File: src/hdl/rbve_pkg.sv
`timescale 1ns / 1ps
package rbve_pkg;
   localparam int COUNT_WIDTH      = 32;
   localparam int VARINT_MAX_BYTES = 10;
   localparam int HDR_BYTES        = 8 + 4 + 4 + 1;
   localparam int BFIX_BYTES       = 40;
   localparam int LNEXT_BYTES      = 17;
   localparam int LEN_BYTES        = 4;
   localparam logic [7:0] LOW7     = 8'h7F;
   localparam logic [7:0] CONT_BIT = 8'h80;
   localparam logic [7:0] MAGIC_V2 = 8'd2;

   localparam logic [1:0] ST_COMPLETE  = 2'd0;
   localparam logic [1:0] ST_TRUNCATED = 2'd1;
   localparam logic [1:0] ST_VARINT    = 2'd2;

   typedef enum logic [4:0] {
      PH_HDR, PH_LATTR, PH_LKLEN, PH_LKSKIP, PH_LVLEN, PH_LVAL, PH_LNEXT,
      PH_BFIX, PH_BCNT, PH_RLEN, PH_RATTR, PH_RTS, PH_ROFF, PH_RKLEN,
      PH_RKSKIP, PH_RVLEN, PH_RVAL, PH_RHCNT, PH_HKLEN, PH_HKSKIP,
      PH_HVLEN, PH_HVSKIP, PH_END, PH_ERR
   } phase_type;

   typedef logic [COUNT_WIDTH-1:0] count_type;

   typedef struct packed {
      logic [7:0]  value_byte;
      logic        value_valid;
      logic        value_first;
      logic        value_last;
      logic        batch_done;
      logic [1:0]  batch_status;
      logic        legacy_format;
      logic [63:0] start_offset;
   } rsp_type;

   typedef struct packed {
      logic [7:0] data_byte;
      logic       buffer_last;
   } req_type;

   function automatic count_type sat(input logic [63:0] v);
      if (COUNT_WIDTH < 64 && (v >> COUNT_WIDTH) != 64'd0) sat = '1;
      else sat = count_type'(v);
   endfunction
endpackage

File: src/hdl/rbve_if.sv
`timescale 1ns / 1ps
interface rbve_req_if;
   logic                 valid;
   logic                 ready;
   rbve_pkg::req_type    payload;
   modport source (output valid, output payload, input ready);
   modport sink   (input valid, input payload, output ready);
endinterface

interface rbve_rsp_if;
   logic                 valid;
   logic                 ready;
   rbve_pkg::rsp_type    payload;
   modport source (output valid, output payload, input ready);
   modport sink   (input valid, input payload, output ready);
endinterface

File: src/hdl/rbve_fifo.sv
`timescale 1ns / 1ps
// two-entry queue between parser and output
module rbve_fifo (
   input  logic              clock,
   input  logic              reset,
   input  logic              in_valid,
   output logic              in_ready,
   input  rbve_pkg::rsp_type in_data,
   output logic              out_valid,
   input  logic              out_ready,
   output rbve_pkg::rsp_type out_data
);
   rbve_pkg::rsp_type mem_ff [2];
   logic       wp_ff, rp_ff;
   logic [1:0] cnt_ff;
   logic       push, pop;

   assign in_ready  = cnt_ff != 2'd2;
   assign out_valid = cnt_ff != 2'd0;
   assign out_data  = mem_ff[rp_ff];
   assign push = in_valid && in_ready;
   assign pop  = out_valid && out_ready;

   always_ff @(posedge clock) begin
      if (push) mem_ff[wp_ff] <= in_data;
      if (reset) begin
         wp_ff <= 1'b0; rp_ff <= 1'b0; cnt_ff <= 2'd0;
      end else begin
         if (push) wp_ff <= ~wp_ff;
         if (pop)  rp_ff <= ~rp_ff;
         cnt_ff <= cnt_ff + {1'b0, push} - {1'b0, pop};
      end
   end
endmodule

File: src/hdl/rbve_parser.sv
`timescale 1ns / 1ps
// byte classifier: one byte a cycle while step is high
module rbve_parser (
   input  logic              clock,
   input  logic              reset,
   input  logic              step,
   input  rbve_pkg::req_type req,
   output logic              emit,
   output rbve_pkg::rsp_type rsp
);
   rbve_pkg::phase_type phase_ff, phase_in;
   logic [5:0]  cnt_ff, cnt_in;
   logic [63:0] acc_ff, acc_in;
   logic [6:0]  shift_ff, shift_in;
   rbve_pkg::count_type bytes_ff, bytes_in, recs_ff, recs_in, hdrs_ff, hdrs_in;
   logic [7:0]  magic_ff, magic_in;
   logic [63:0] base_ff, base_in;
   logic [1:0]  err_ff, err_in;
   logic        first_ff, first_in;

   logic [7:0]  b;
   logic [5:0]  cnt1;
   logic [63:0] acc_fix, acc_var;
   logic [31:0] w32;
   rbve_pkg::count_type pos_len, zz_len, bytes_dec, recs_dec, hdrs_dec;
   logic        vv, vf, vl, legacy;
   logic [1:0]  status;

   always_comb begin
      b        = req.data_byte;
      cnt1     = cnt_ff + 6'd1;
      acc_fix  = {acc_ff[55:0], b};
      w32      = acc_fix[31:0];
      pos_len  = w32[31] ? '0 : rbve_pkg::sat({33'd0, w32[30:0]});
      acc_var  = acc_ff | ({57'd0, b[6:0] & rbve_pkg::LOW7[6:0]} << shift_ff[5:0]);
      zz_len   = acc_var[0] ? '0 : rbve_pkg::sat({1'b0, acc_var[63:1]});
      bytes_dec = (bytes_ff != '0) ? bytes_ff - rbve_pkg::count_type'(1) : bytes_ff;
      phase_in = phase_ff; cnt_in = cnt_ff; acc_in = acc_ff; shift_in = shift_ff;
      bytes_in = bytes_ff; recs_in = recs_ff; hdrs_in = hdrs_ff;
      magic_in = magic_ff; base_in = base_ff; err_in = err_ff; first_in = first_ff;
      vv = 1'b0; vf = 1'b0; vl = 1'b0;
      recs_dec = '0; hdrs_dec = '0;
      case (phase_ff)
         rbve_pkg::PH_HDR: begin
            if (cnt_ff < 6'd8) base_in = {base_ff[55:0], b};
            cnt_in = cnt1;
            if (cnt1 >= 6'(rbve_pkg::HDR_BYTES)) begin
               cnt_in = '0; magic_in = b;
               if (b >= rbve_pkg::CONT_BIT || b < rbve_pkg::MAGIC_V2) begin
                  bytes_in = (b == 8'd1) ? rbve_pkg::count_type'(9) : rbve_pkg::count_type'(1);
                  phase_in = rbve_pkg::PH_LATTR; first_in = 1'b1;
               end else phase_in = rbve_pkg::PH_BFIX;
            end
         end
         rbve_pkg::PH_LATTR, rbve_pkg::PH_LKSKIP, rbve_pkg::PH_RKSKIP,
         rbve_pkg::PH_HKSKIP, rbve_pkg::PH_HVSKIP: begin
            bytes_in = bytes_dec;
            if (bytes_dec == '0) begin
               case (phase_ff)
                  rbve_pkg::PH_LATTR:  phase_in = rbve_pkg::PH_LKLEN;
                  rbve_pkg::PH_LKSKIP: phase_in = rbve_pkg::PH_LVLEN;
                  rbve_pkg::PH_RKSKIP: phase_in = rbve_pkg::PH_RVLEN;
                  rbve_pkg::PH_HKSKIP: phase_in = rbve_pkg::PH_HVLEN;
                  default: begin
                     hdrs_dec = (hdrs_ff != '0) ? hdrs_ff - rbve_pkg::count_type'(1)
                                                : hdrs_ff;
                     hdrs_in = hdrs_dec;
                     if (hdrs_dec != '0) phase_in = rbve_pkg::PH_HKLEN;
                     else begin
                        recs_dec = (recs_ff != '0) ? recs_ff - rbve_pkg::count_type'(1)
                                                   : recs_ff;
                        recs_in = recs_dec;
                        phase_in = (recs_dec != '0) ? rbve_pkg::PH_RLEN : rbve_pkg::PH_END;
                     end
                  end
               endcase
            end
         end
         rbve_pkg::PH_LKLEN, rbve_pkg::PH_LVLEN, rbve_pkg::PH_BCNT: begin
            acc_in = acc_fix; cnt_in = cnt1;
            if (cnt1 >= 6'(rbve_pkg::LEN_BYTES)) begin
               cnt_in = '0; acc_in = '0; first_in = 1'b1; bytes_in = pos_len;
               case (phase_ff)
                  rbve_pkg::PH_LKLEN:
                     phase_in = (pos_len != '0) ? rbve_pkg::PH_LKSKIP : rbve_pkg::PH_LVLEN;
                  rbve_pkg::PH_LVLEN:
                     phase_in = (pos_len != '0) ? rbve_pkg::PH_LVAL : rbve_pkg::PH_LNEXT;
                  default: begin
                     bytes_in = bytes_ff; first_in = first_ff; recs_in = pos_len;
                     phase_in = (pos_len != '0) ? rbve_pkg::PH_RLEN : rbve_pkg::PH_END;
                  end
               endcase
            end
         end
         rbve_pkg::PH_LVAL, rbve_pkg::PH_RVAL: begin
            vv = 1'b1; vf = first_ff; first_in = 1'b0; bytes_in = bytes_dec;
            if (bytes_dec == '0) begin
               vl = 1'b1;
               phase_in = (phase_ff == rbve_pkg::PH_LVAL) ? rbve_pkg::PH_LNEXT
                                                          : rbve_pkg::PH_RHCNT;
            end
         end
         rbve_pkg::PH_LNEXT: begin
            cnt_in = cnt1;
            if (cnt1 >= 6'(rbve_pkg::LNEXT_BYTES)) begin
               cnt_in = '0; magic_in = b; first_in = 1'b1;
               bytes_in = (b == 8'd1) ? rbve_pkg::count_type'(9) : rbve_pkg::count_type'(1);
               phase_in = rbve_pkg::PH_LATTR;
            end
         end
         rbve_pkg::PH_BFIX: begin
            cnt_in = cnt1;
            if (cnt1 >= 6'(rbve_pkg::BFIX_BYTES)) begin
               cnt_in = '0; phase_in = rbve_pkg::PH_BCNT;
            end
         end
         rbve_pkg::PH_RATTR: phase_in = rbve_pkg::PH_RTS;
         rbve_pkg::PH_RLEN, rbve_pkg::PH_RTS, rbve_pkg::PH_ROFF, rbve_pkg::PH_RKLEN,
         rbve_pkg::PH_RVLEN, rbve_pkg::PH_RHCNT, rbve_pkg::PH_HKLEN,
         rbve_pkg::PH_HVLEN: begin
            acc_in = acc_var; cnt_in = cnt1;
            if ((b & rbve_pkg::CONT_BIT) == 8'd0) begin
               acc_in = '0; shift_in = '0; cnt_in = '0;
               case (phase_ff)
                  rbve_pkg::PH_RLEN: phase_in = rbve_pkg::PH_RATTR;
                  rbve_pkg::PH_RTS:  phase_in = rbve_pkg::PH_ROFF;
                  rbve_pkg::PH_ROFF: phase_in = rbve_pkg::PH_RKLEN;
                  rbve_pkg::PH_RKLEN: begin
                     bytes_in = zz_len; first_in = 1'b1;
                     phase_in = (zz_len != '0) ? rbve_pkg::PH_RKSKIP : rbve_pkg::PH_RVLEN;
                  end
                  rbve_pkg::PH_RVLEN: begin
                     bytes_in = zz_len; first_in = 1'b1;
                     phase_in = (zz_len != '0) ? rbve_pkg::PH_RVAL : rbve_pkg::PH_RHCNT;
                  end
                  rbve_pkg::PH_HKLEN: begin
                     bytes_in = zz_len; first_in = 1'b1;
                     phase_in = (zz_len != '0) ? rbve_pkg::PH_HKSKIP : rbve_pkg::PH_HVLEN;
                  end
                  rbve_pkg::PH_RHCNT: begin
                     hdrs_in = rbve_pkg::sat(acc_var);
                     if (acc_var != 64'd0) phase_in = rbve_pkg::PH_HKLEN;
                     else begin
                        recs_dec = (recs_ff != '0) ? recs_ff - rbve_pkg::count_type'(1)
                                                   : recs_ff;
                        recs_in = recs_dec;
                        phase_in = (recs_dec != '0) ? rbve_pkg::PH_RLEN : rbve_pkg::PH_END;
                     end
                  end
                  default: begin
                     bytes_in = zz_len;
                     if (zz_len != '0) phase_in = rbve_pkg::PH_HVSKIP;
                     else begin
                        hdrs_dec = (hdrs_ff != '0) ? hdrs_ff - rbve_pkg::count_type'(1)
                                                   : hdrs_ff;
                        hdrs_in = hdrs_dec;
                        if (hdrs_dec != '0) phase_in = rbve_pkg::PH_HKLEN;
                        else begin
                           recs_dec = (recs_ff != '0)
                                    ? recs_ff - rbve_pkg::count_type'(1) : recs_ff;
                           recs_in = recs_dec;
                           phase_in = (recs_dec != '0) ? rbve_pkg::PH_RLEN
                                                       : rbve_pkg::PH_END;
                        end
                     end
                  end
               endcase
            end else if (cnt1 >= 6'(rbve_pkg::VARINT_MAX_BYTES)) begin
               err_in = rbve_pkg::ST_VARINT; phase_in = rbve_pkg::PH_ERR;
            end else shift_in = shift_ff + 7'd7;
         end
         default: ;
      endcase

      legacy = phase_in >= rbve_pkg::PH_LATTR && phase_in <= rbve_pkg::PH_LNEXT;
      if (err_in != 2'd0) status = rbve_pkg::ST_VARINT;
      else if (phase_in == rbve_pkg::PH_END ||
               (phase_in == rbve_pkg::PH_LNEXT && cnt_in == 6'd0))
         status = rbve_pkg::ST_COMPLETE;
      else status = rbve_pkg::ST_TRUNCATED;

      emit = vv || req.buffer_last;
      rsp.value_byte    = vv ? b : 8'd0;
      rsp.value_valid   = vv;
      rsp.value_first   = vf;
      rsp.value_last    = vl;
      rsp.batch_done    = req.buffer_last;
      rsp.batch_status  = req.buffer_last ? status : 2'd0;
      rsp.legacy_format = req.buffer_last && legacy;
      rsp.start_offset  = req.buffer_last ? base_in : 64'd0;
   end

   always_ff @(posedge clock) begin
      if (reset || (step && req.buffer_last)) begin
         phase_ff <= rbve_pkg::PH_HDR; cnt_ff <= '0; acc_ff <= '0; shift_ff <= '0;
         bytes_ff <= '0; recs_ff <= '0; hdrs_ff <= '0; magic_ff <= '0;
         base_ff <= '0; err_ff <= '0; first_ff <= 1'b0;
      end else if (step) begin
         phase_ff <= phase_in; cnt_ff <= cnt_in; acc_ff <= acc_in; shift_ff <= shift_in;
         bytes_ff <= bytes_in; recs_ff <= recs_in; hdrs_ff <= hdrs_in;
         magic_ff <= magic_in; base_ff <= base_in; err_ff <= err_in; first_ff <= first_in;
      end
   end
endmodule

File: src/hdl/record_batch_value_extractor_unit.sv
`timescale 1ns / 1ps
// channel | dir | contents
// req     | in  | data_byte, buffer_last
// rsp     | out | value byte with first/last marks, done status, base offset
//
// one byte accepted every cycle unless the input stalls; the parser state advances at the accepting edge
// the result is held in a staging register, then enters the output queue
// reset is synchronous and returns the parser to the batch header phase
// input stalls only while the staging register holds a result the full queue refuses
module record_batch_value_extractor_unit (
   input logic   clock,
   input logic   reset,
   rbve_req_if.sink   req,
   rbve_rsp_if.source rsp
);
   // front stage registers the parser's result
   rbve_pkg::rsp_type res_ff;
   logic              res_valid_ff;
   logic              q_ready;
   logic              step, emit;
   rbve_pkg::rsp_type res;

   // accept whenever the staging register can drain or is empty
   assign req.ready = !res_valid_ff || q_ready;
   assign step      = req.valid && req.ready;

   rbve_parser u_parser (
      .clock (clock), .reset (reset), .step (step),
      .req (req.payload), .emit (emit), .rsp (res)
   );

   always_ff @(posedge clock) begin
      if (step) res_ff <= res;
      if (reset) res_valid_ff <= 1'b0;
      else if (req.ready) res_valid_ff <= step && emit;
   end

   // back part: queue decouples parser from the result consumer
   rbve_fifo u_fifo (
      .clock (clock), .reset (reset),
      .in_valid (res_valid_ff), .in_ready (q_ready), .in_data (res_ff),
      .out_valid (rsp.valid), .out_ready (rsp.ready), .out_data (rsp.payload)
   );
endmodule

File: src/flat_wrapper.sv
// flat-port wrapper written by rule: the top's interface ports become plain ports
module record_batch_value_extractor_unit_flat 
  (clock, reset, req_valid, req_payload, req_ready, rsp_valid, rsp_payload, rsp_ready);
  rbve_req_if req_i ();
  rbve_rsp_if rsp_i ();
  input logic clock;
  input logic reset;
  input wire logic [$bits(req_i.valid)-1:0] req_valid;
  input wire logic [$bits(req_i.payload)-1:0] req_payload;
  output wire logic [$bits(req_i.ready)-1:0] req_ready;
  output wire logic [$bits(rsp_i.valid)-1:0] rsp_valid;
  output wire logic [$bits(rsp_i.payload)-1:0] rsp_payload;
  input wire logic [$bits(rsp_i.ready)-1:0] rsp_ready;
  assign req_i.valid = req_valid;
  assign req_i.payload = req_payload;
  assign req_ready = req_i.ready;
  assign rsp_valid = rsp_i.valid;
  assign rsp_payload = rsp_i.payload;
  assign rsp_i.ready = rsp_ready;
  record_batch_value_extractor_unit u_core (.clock(clock), .reset(reset), .req(req_i), .rsp(rsp_i));
endmodule
File: config.mk
export PLATFORM = sky130hd
export DESIGN_NAME = record_batch_value_extractor_unit_flat
export DESIGN_NICKNAME = d
export VERILOG_FILES = /design/src/hdl/rbve_pkg.sv /design/src/hdl/rbve_if.sv /design/src/hdl/rbve_fifo.sv /design/src/hdl/rbve_parser.sv /design/src/hdl/record_batch_value_extractor_unit.sv /design/src/flat_wrapper.sv
export SDC_FILE = /design/constraint.sdc
export NUM_CORES = 1
export LEC_CHECK = 0
export ABC_AREA = 1
export BUFFER_PORTS_ARGS = -buffer_cell sky130_fd_sc_hd__buf_2
export CAP_MARGIN = 15
export CORE_MARGIN = 5
export CORE_UTILIZATION = 40
export DETAILED_ROUTE_END_ITERATION = 7
export PLACE_DENSITY = 0.51
export SYNTH_ARGS = -nofsm -noshare
export SYNTH_HDL_FRONTEND = slang
export SYNTH_SLANG_ARGS = --single-unit
File: constraint.sdc
create_clock -name clock -period 4.9 [get_ports clock]
set_input_delay 0 -clock clock [delete_from_list [all_inputs] [get_ports clock]]
set_output_delay 0 -clock clock [all_outputs]
set_load 0.01 [all_outputs]
======== Word level (Yosys, flattened, before mapping) ========
Memories as Yosys holds them, arrays and structs flattened. A register that Yosys moved wholly into a read port is not among the register bits.
Cells that the tools add are included.
storage, ports and cells
  register bits after elaboration ......... 329
  bits in writable memories ............... 158
  output and inout bits ................... 81
  word-level logic and storage cells ...... 225
  memories kept ........................... 1
memories
  name                  words  bits a word  rd ports  clocked after memory_dff  wr ports  RTL line         source
  u_core.u_fifo.mem_ff  2      79           1         1                         1         rbve_fifo.sv:13  rbve_pkg::rsp_type mem_ff [2];
operators by class
  add/sub/neg operators ................... 7
  order comparisons ....................... 9
  eq/ne operators ......................... 40
  shift operators ......................... 1
  muxes and demuxes ....................... 87
  bitwise gates (word level) .............. 4
  reduce and logical (&&, ||, !) cells .... 53
operators with widths
  cell                                                 count
  two-way mux 32 bit                                   25
  two-way mux 64 bit                                   4
  nonzero test 32 bit                                  7
  case mux 32 bit (2 select lines)                     3
  nonzero test 64 bit                                  3
  case mux 32 bit (5 select lines)                     1
  case mux 64 bit (2 select lines)                     1
  case mux 32 bit (3 select lines)                     1
  subtractor 32 x 1 -> 32 bit, second input constant   3
  two-way mux 5 bit                                    14
  bitwise OR 64 bit                                    1
  << shifter 7 x 6 -> 64 bit                           1
  equality test 5 x 4 -> 1 bit, second input constant  8
  case mux 5 bit (8 select lines)                      1
  equality test 5 bit, second input constant           7
  case mux 5 bit (7 select lines)                      1
  logical NOT 32 bit                                   1
  two-way mux 31 bit                                   1
  inequality test 2 bit, second input constant         14
  equality test 5 x 3 -> 1 bit, second input constant  5
  two-way mux 6 bit                                    4
  case mux 6 bit (4 select lines)                      1
  case mux 5 bit (4 select lines)                      1
  AND reduction 9 bit                                  2
  45 further kinds                                     91

======== Longest topological paths before layout ========
  depth in word-level cells ............... 15
  depth in mapped cells ................... 32

======== By module ========
Synthesis repeated with hierarchy kept, for this count alone.
unflattened totals
  cell total of the unflattened synthesis .. 3491
  area, all modules ....................... 27214.9 um^2
by module, submodules not included
  module                             instances  cells each  area an instance (um^2)  sequential area each (um^2)
  rbve_parser                        1          3123        18813.0                  4884.7
  rbve_fifo                          1          283         5979.5                   4844.6
  record_batch_value_extractor_unit  1          85          2422.3                   2392.3

======== Least setup slack after synthesis ========
No wires, ideal clock.
  kind .................................... reg2reg
  start ................................... register u_core.u_fifo.cnt_ff[1]
  end ..................................... memory u_core.u_fifo.mem_ff[0][0] (netlist bit), enable pin
  library setup time ...................... 0.517 ns
  data arrival time ....................... 3.858 ns
  data required time ...................... 4.383 ns
  slack ................................... 0.525 ns
  stages on the path, launching flop included .. 4
  buffers on the path ..................... 0
  cell sequence ........................... dfxtp_1 -> inv_1 -> o21ai_0 -> nor2_1
on the way
  longest elaborated chain between the ends .. 4
ends and longest elaborated chain
  what                                     RTL line         source
  from (decl)                              rbve_fifo.sv:15  logic [1:0] cnt_ff;
  from (signal assigned)                   rbve_fifo.sv:31  cnt_ff <= cnt_ff + {1'b0, push} - {1'b0, pop};
  inequality test 2 bit                    rbve_fifo.sv:18  assign in_ready = cnt_ff != 2'd2;
  logical AND 1 bit                        rbve_fifo.sv:21  assign push = in_valid && in_ready;
  two-way mux 1 bit                        rbve_fifo.sv:25  if (push) mem_ff[wp_ff] <= in_data;
  two-way mux 1 bit (not written as such)  rbve_fifo.sv:25
  to (decl)                                rbve_fifo.sv:13
Every way passes these cells.

======== Worst setup path after layout ========
  start ................................... register u_core.u_parser.shift_ff[0]
  end ..................................... register u_core.u_parser.hdrs_ff[2]
on the way
  longest elaborated chain between the ends .. 8
ends and longest elaborated chain
  what                                    RTL line            source
  from (decl)                             rbve_parser.sv:14   logic [6:0] shift_ff, shift_in;
  from (signal assigned)                  rbve_parser.sv:199  phase_ff <= phase_in; cnt_ff <= cnt_in; acc_ff <= acc_in; shift_ff <= shift_in;
  << shifter 7 x 6 -> 64 bit (*)          rbve_parser.sv:35   acc_var = acc_ff | ({57'd0, b[6:0] & rbve_pkg::LOW7[6:0]} << shift_ff[5:0]);
  bitwise OR 64 bit (*)                   rbve_parser.sv:35
  nonzero test 64 bit                     rbve_pkg.sv:43      if (COUNT_WIDTH < 64 && (v >> COUNT_WIDTH) != 64'd0) sat = '1;
  two-way mux 32 bit                      rbve_pkg.sv:43
  two-way mux 32 bit                      rbve_parser.sv:36   zz_len = acc_var[0] ? '0 : rbve_pkg::sat({1'b0, acc_var[63:1]});
  nonzero test 32 bit                     rbve_parser.sv:152  if (zz_len != '0) phase_in = rbve_pkg::PH_HVSKIP;
  inequality test 3 bit (no source line)  n/a
  AND reduction 7 bit (no source line)    n/a
  to (signal assigned)                    rbve_parser.sv:200  bytes_ff <= bytes_in; recs_ff <= recs_in; hdrs_ff <= hdrs_in;
  to (decl)                               rbve_parser.sv:15   rbve_pkg::count_type bytes_ff, bytes_in, recs_ff, recs_in, hdrs_ff, hdrs_in;
Mark *: on every way between the ends. The rest lies on a longest branch, timed or not. The select of a mux whose other input is x is not followed.
A chain may end at the register's enable or synchronous reset.

==> key figures <==
STA
  • Worst-Margin Slew: 1.109 ns
  • Final Hold Fails: 0
  • WHS: 0.1292 ns
  • Fmax: 0.2286 GHz
  • Worst Clk Skew: 0.02757 ns
  • # setup viols final: 0
  • Final Cycle Share: 89.29%
  • RSZ-0062 raised after global routing: no
  • Min Tclk post-route: 4.375 ns
  • Setup TNS: 0 ns
  • Slew Viols, Final: 0
  • Rel. slew slack: 26.07%

Worst setup path
  • CP dominant cell by count: nand2_1
  • CP required: 5.45 ns
  • Flop-to-flop setup slack: 0.52 ns
  • Worst Setup Start Kind: flop
  • Crit. End Element: flop
  • Top delay family on crit path: simple AND/OR/NAND/NOR gates
  • Crit Reg-Reg Endpoint: u_core.u_parser.hdrs_ff[2]
  • Worst-path maximum fanout: 16
  • RR Startpoint: u_core.u_parser.shift_ff[0]
  • Critical path arrival: 4.92 ns
  • Critical path's largest stage delay: 0.56 ns
  • R2R depth: 25
  • CP max stage cell: dfxtp_1
  • Crit path buffers/inverters: 3
  • Kind of critical path: flop to flop

Clock network
  • Clk root buf: clkbuf_16
  • Clk sinks: 487
  • Clock Latency Late Sink: 0.62 ns
  • CTS tree: yes
  • Clk slew on worst S/H paths: 0.06 ns
  • Deepest clock path buffer count: 3
  • CTS buffer count: 55
  • Postcts setup bufs: 0
  • CTS H-Tree Depth: 2

Global routing
  • Largest net degree at the start of global routing: 218
  • Total track usage: 24.29%
  • First-pass GRT wire length: 142.7 mm
  • Vias in the first global route: 23850
  • Antenna violations before repair: 1
  • Grt ovf: 0

Placed design
  • RD Place Congestion: 0.9914
  • Dpl cells: 4275
  • Port bufs: 93
  • Hpwl dp: 68.56 mm

Finish
  • Area Growth Syn to Fin: 12.75%
  • Most common cell after layout, fill and taps aside: nand2_1
  • Nets@finish: 3494
  • Final Core Density: 45.70%
  • Layout cells sized above 1: 11.51%
  • Fillcell total: 6770
  • Non-filler cells, final: 4392
  • Most frequent cells in the layout: nand2_1 (689), nor2_1 (425), inv_1 (323)

Min path
  • Hold path endpoint: u_core.u_fifo.cnt_ff[0]
  • Hold/Removal Path Class: input port to flop
  • Hold_sp: reset
  • Hold Path Stages: 3

Detailed routing
  • Drt via density: 5.621
  • Via count: 24690
  • Post-DRT Antenna Nets: 0
  • Drt pass-1 iters: 6
  • Wire per inst: 21.17 um
  • Initial DRC Count: 2023
  • Routed WL: 92.97 mm
  • DRC viols: 0

Logic synthesis
  • Syn_nets: 3470
  • Post-Synth Simple-Gate Area: 23.68%
  • Complex-gate fraction of the synthesized area: 15.61%
  • Synth Flop Type: dfxtp_1
  • Largest family of logic cells by synthesized area: simple AND/OR/NAND/NOR gates
  • Cell Area, Synth: 27320 um^2
  • Warnings, synthesis: 0
  • Gate Count Post-Synth: 3447
  • Synth Area per Inst: 7.925 um^2
  • Synth unique cells: 64
  • Register area share after synthesis: 44.37%
  • Seq cells post-synth: 487
  • Post-synthesis xor/xnor area fraction: 2.693%
  • Async SR Flop Fraction: 0%
  • EDFF count, synth: 237
  • Mux cell area share after synthesis: 5.308%
  • Synth Area in Adders: 0.4580%

Floorplan
  • Core Footprint: 67400 um^2
  • # IOs: 94
  • DIE HEIGHT: 271.3 um
  • Die Wd: 271.3 um
  • # rows: 95
  • Die footprint: 73620 um^2
  • Initial Util: 40.53%

Job
  • Number of max-cap violations: 0

Power and ir drop
  • Pwr Total: 18820 uW
  • Peak VDD IR: 367.8 uV
  • Lkg Pwr: 0.01296 uW
  • Pwr/cell area: 610.9 nW/um^2

Outcome
  • Status: finished, final reports clean
==> power breakdown <==
part | internal, uW | switching (uW)
sequential | 4720 | 364
combinational | 2850 | 6220
clock | 2870 | 1790
==> timing repair <==
item	in CTS	in global routing
resized for setup	0	1
endpoints found under the hold margin	34	0
hold buffers	12	0
endpoints found under the setup margin	0	3
==> kinds of logic (layout without fill, tap and decap cells) <==
logic type | count (synthesis) | in the layout
other | 0 | 1
DFF | 487 | 487
and+or+nand+nor | 1504 | 1504
xor gates and xnor gates | 84 | 84
adders and majority gates | 10 | 10
muxes | 135 | 135
AOI/OAI and AO/OA | 688 | 688
buffers and inverters | 539 | 610
==> cell usage after synthesis, drive strengths merged, types with 2 or more instances <==
cell    count  area share, %
inv       338            4.7
nand3b      9           0.29
a31oi      12           0.27
xor2       53            1.7
a211oi     16           0.64
nand4     100            2.3
o221ai     32            1.0
a211o       2          0.064
or2         6           0.14
buf        52            1.1
a21oi     240            4.4
a221oi     32            1.0
nand2     702            9.8
nor3       40           0.75
nor3b       2          0.055
o21ai     199            3.6
o32ai       2          0.064
and2        2          0.046
mux2       79            3.3
ha         10           0.46
nand3     189            3.7
and3        3          0.069
clkinv     12           0.18
o21bai      2          0.055
nor4       10           0.25
o221a       5           0.21
xnor2      31           0.99
edfxtp    237             26
a41oi      32            1.0
dfxtp     250             18
o211ai     83            2.3
mux2i      56            2.1
clkbuf    137            1.9
a22oi      16           0.44
nor2      440            6.2
o22ai       7           0.16
==> worst min-delay path: stages <==
cell,delay (ns)
dlygate4sd3_1,0.52
buf_2,0.13
nor2_1,0.04
==> per-stage QoR <==
| step | cell area, um^2 | setup WS, ns |
|---|---|---|
| after global routing | 30800 | 0.04934 |
| after floorplan | 27320 | 0.5251 |
| final | 30800 | 0.5250 |
| after CTS | 30800 | 0.4634 |
| after global placement | 28590 | 0.5037 |
| after detailed placement | 28590 | 0.4821 |
==> flip-flops by register name, indices dropped and copies added (netlist names), named ones only <==
signal,cells
u_core.u_fifo.mem_ff,158
u_core.u_parser.cnt_ff,6
u_core.u_parser.recs_ff,32
u_core.u_fifo.cnt_ff,2
u_core.res_ff,79
u_core.u_fifo.rp_ff,1
u_core.res_valid_ff,1
u_core.u_parser.phase_ff,5
u_core.u_parser.acc_ff,64
u_core.u_fifo.wp_ff,1
u_core.u_parser.shift_ff,6
u_core.u_parser.first_ff,1
u_core.u_parser.err_ff,2
u_core.u_parser.hdrs_ff,32
u_core.u_parser.base_ff,64
u_core.u_parser.bytes_ff,32
==> how the worst max path moves through the flow <==
stage / depth (start not counted) / slack (ns) / startpoint / end
detailed placement: 23 / 0.48 / u_core.u_parser.shift_ff[2] / u_core.u_parser.hdrs_ff[2]
global route: 30 / 0.05 / u_core.u_parser.shift_ff[1] / u_core.res_ff[65]
finish: 25 / 0.52 / u_core.u_parser.shift_ff[0] / u_core.u_parser.hdrs_ff[2]
global placement: 26 / 0.50 / u_core.u_parser.shift_ff[2] / u_core.res_ff[65]
floorplan: 3 / 0.53 / u_core.u_fifo.cnt_ff[1] / u_core.u_fifo.mem_ff[0][0]
CTS: 23 / 0.46 / u_core.u_parser.shift_ff[2] / u_core.u_parser.hdrs_ff[2]
==> area by class of cell <==
cell class / instances / area (um^2) / share of cell area (%)
clock inverters: 32 / 473.0 / 1.535
clock buffers: 72 / 1618 / 5.252
inverters: 350 / 1334 / 4.330
multi-input cells: 2421 / 13100 / 42.53
well taps: 873 / 1092 / 3.546
diodes: 1 / 2.502 / 0.008124
repair buffers: 156 / 1056 / 3.428
flip-flops and latches: 487 / 12130 / 39.37
==> per-layer routing <==
layer,global-route usage (%),vias up,part of all wire [%]
met2,41.50,745,48
met1,31.86,11850,43
met4,8.623,0,4.0
met5,0,-,0
met3,3.002,183,4.9
li1,-,11910,-
(Power assumes the default switching activity.)
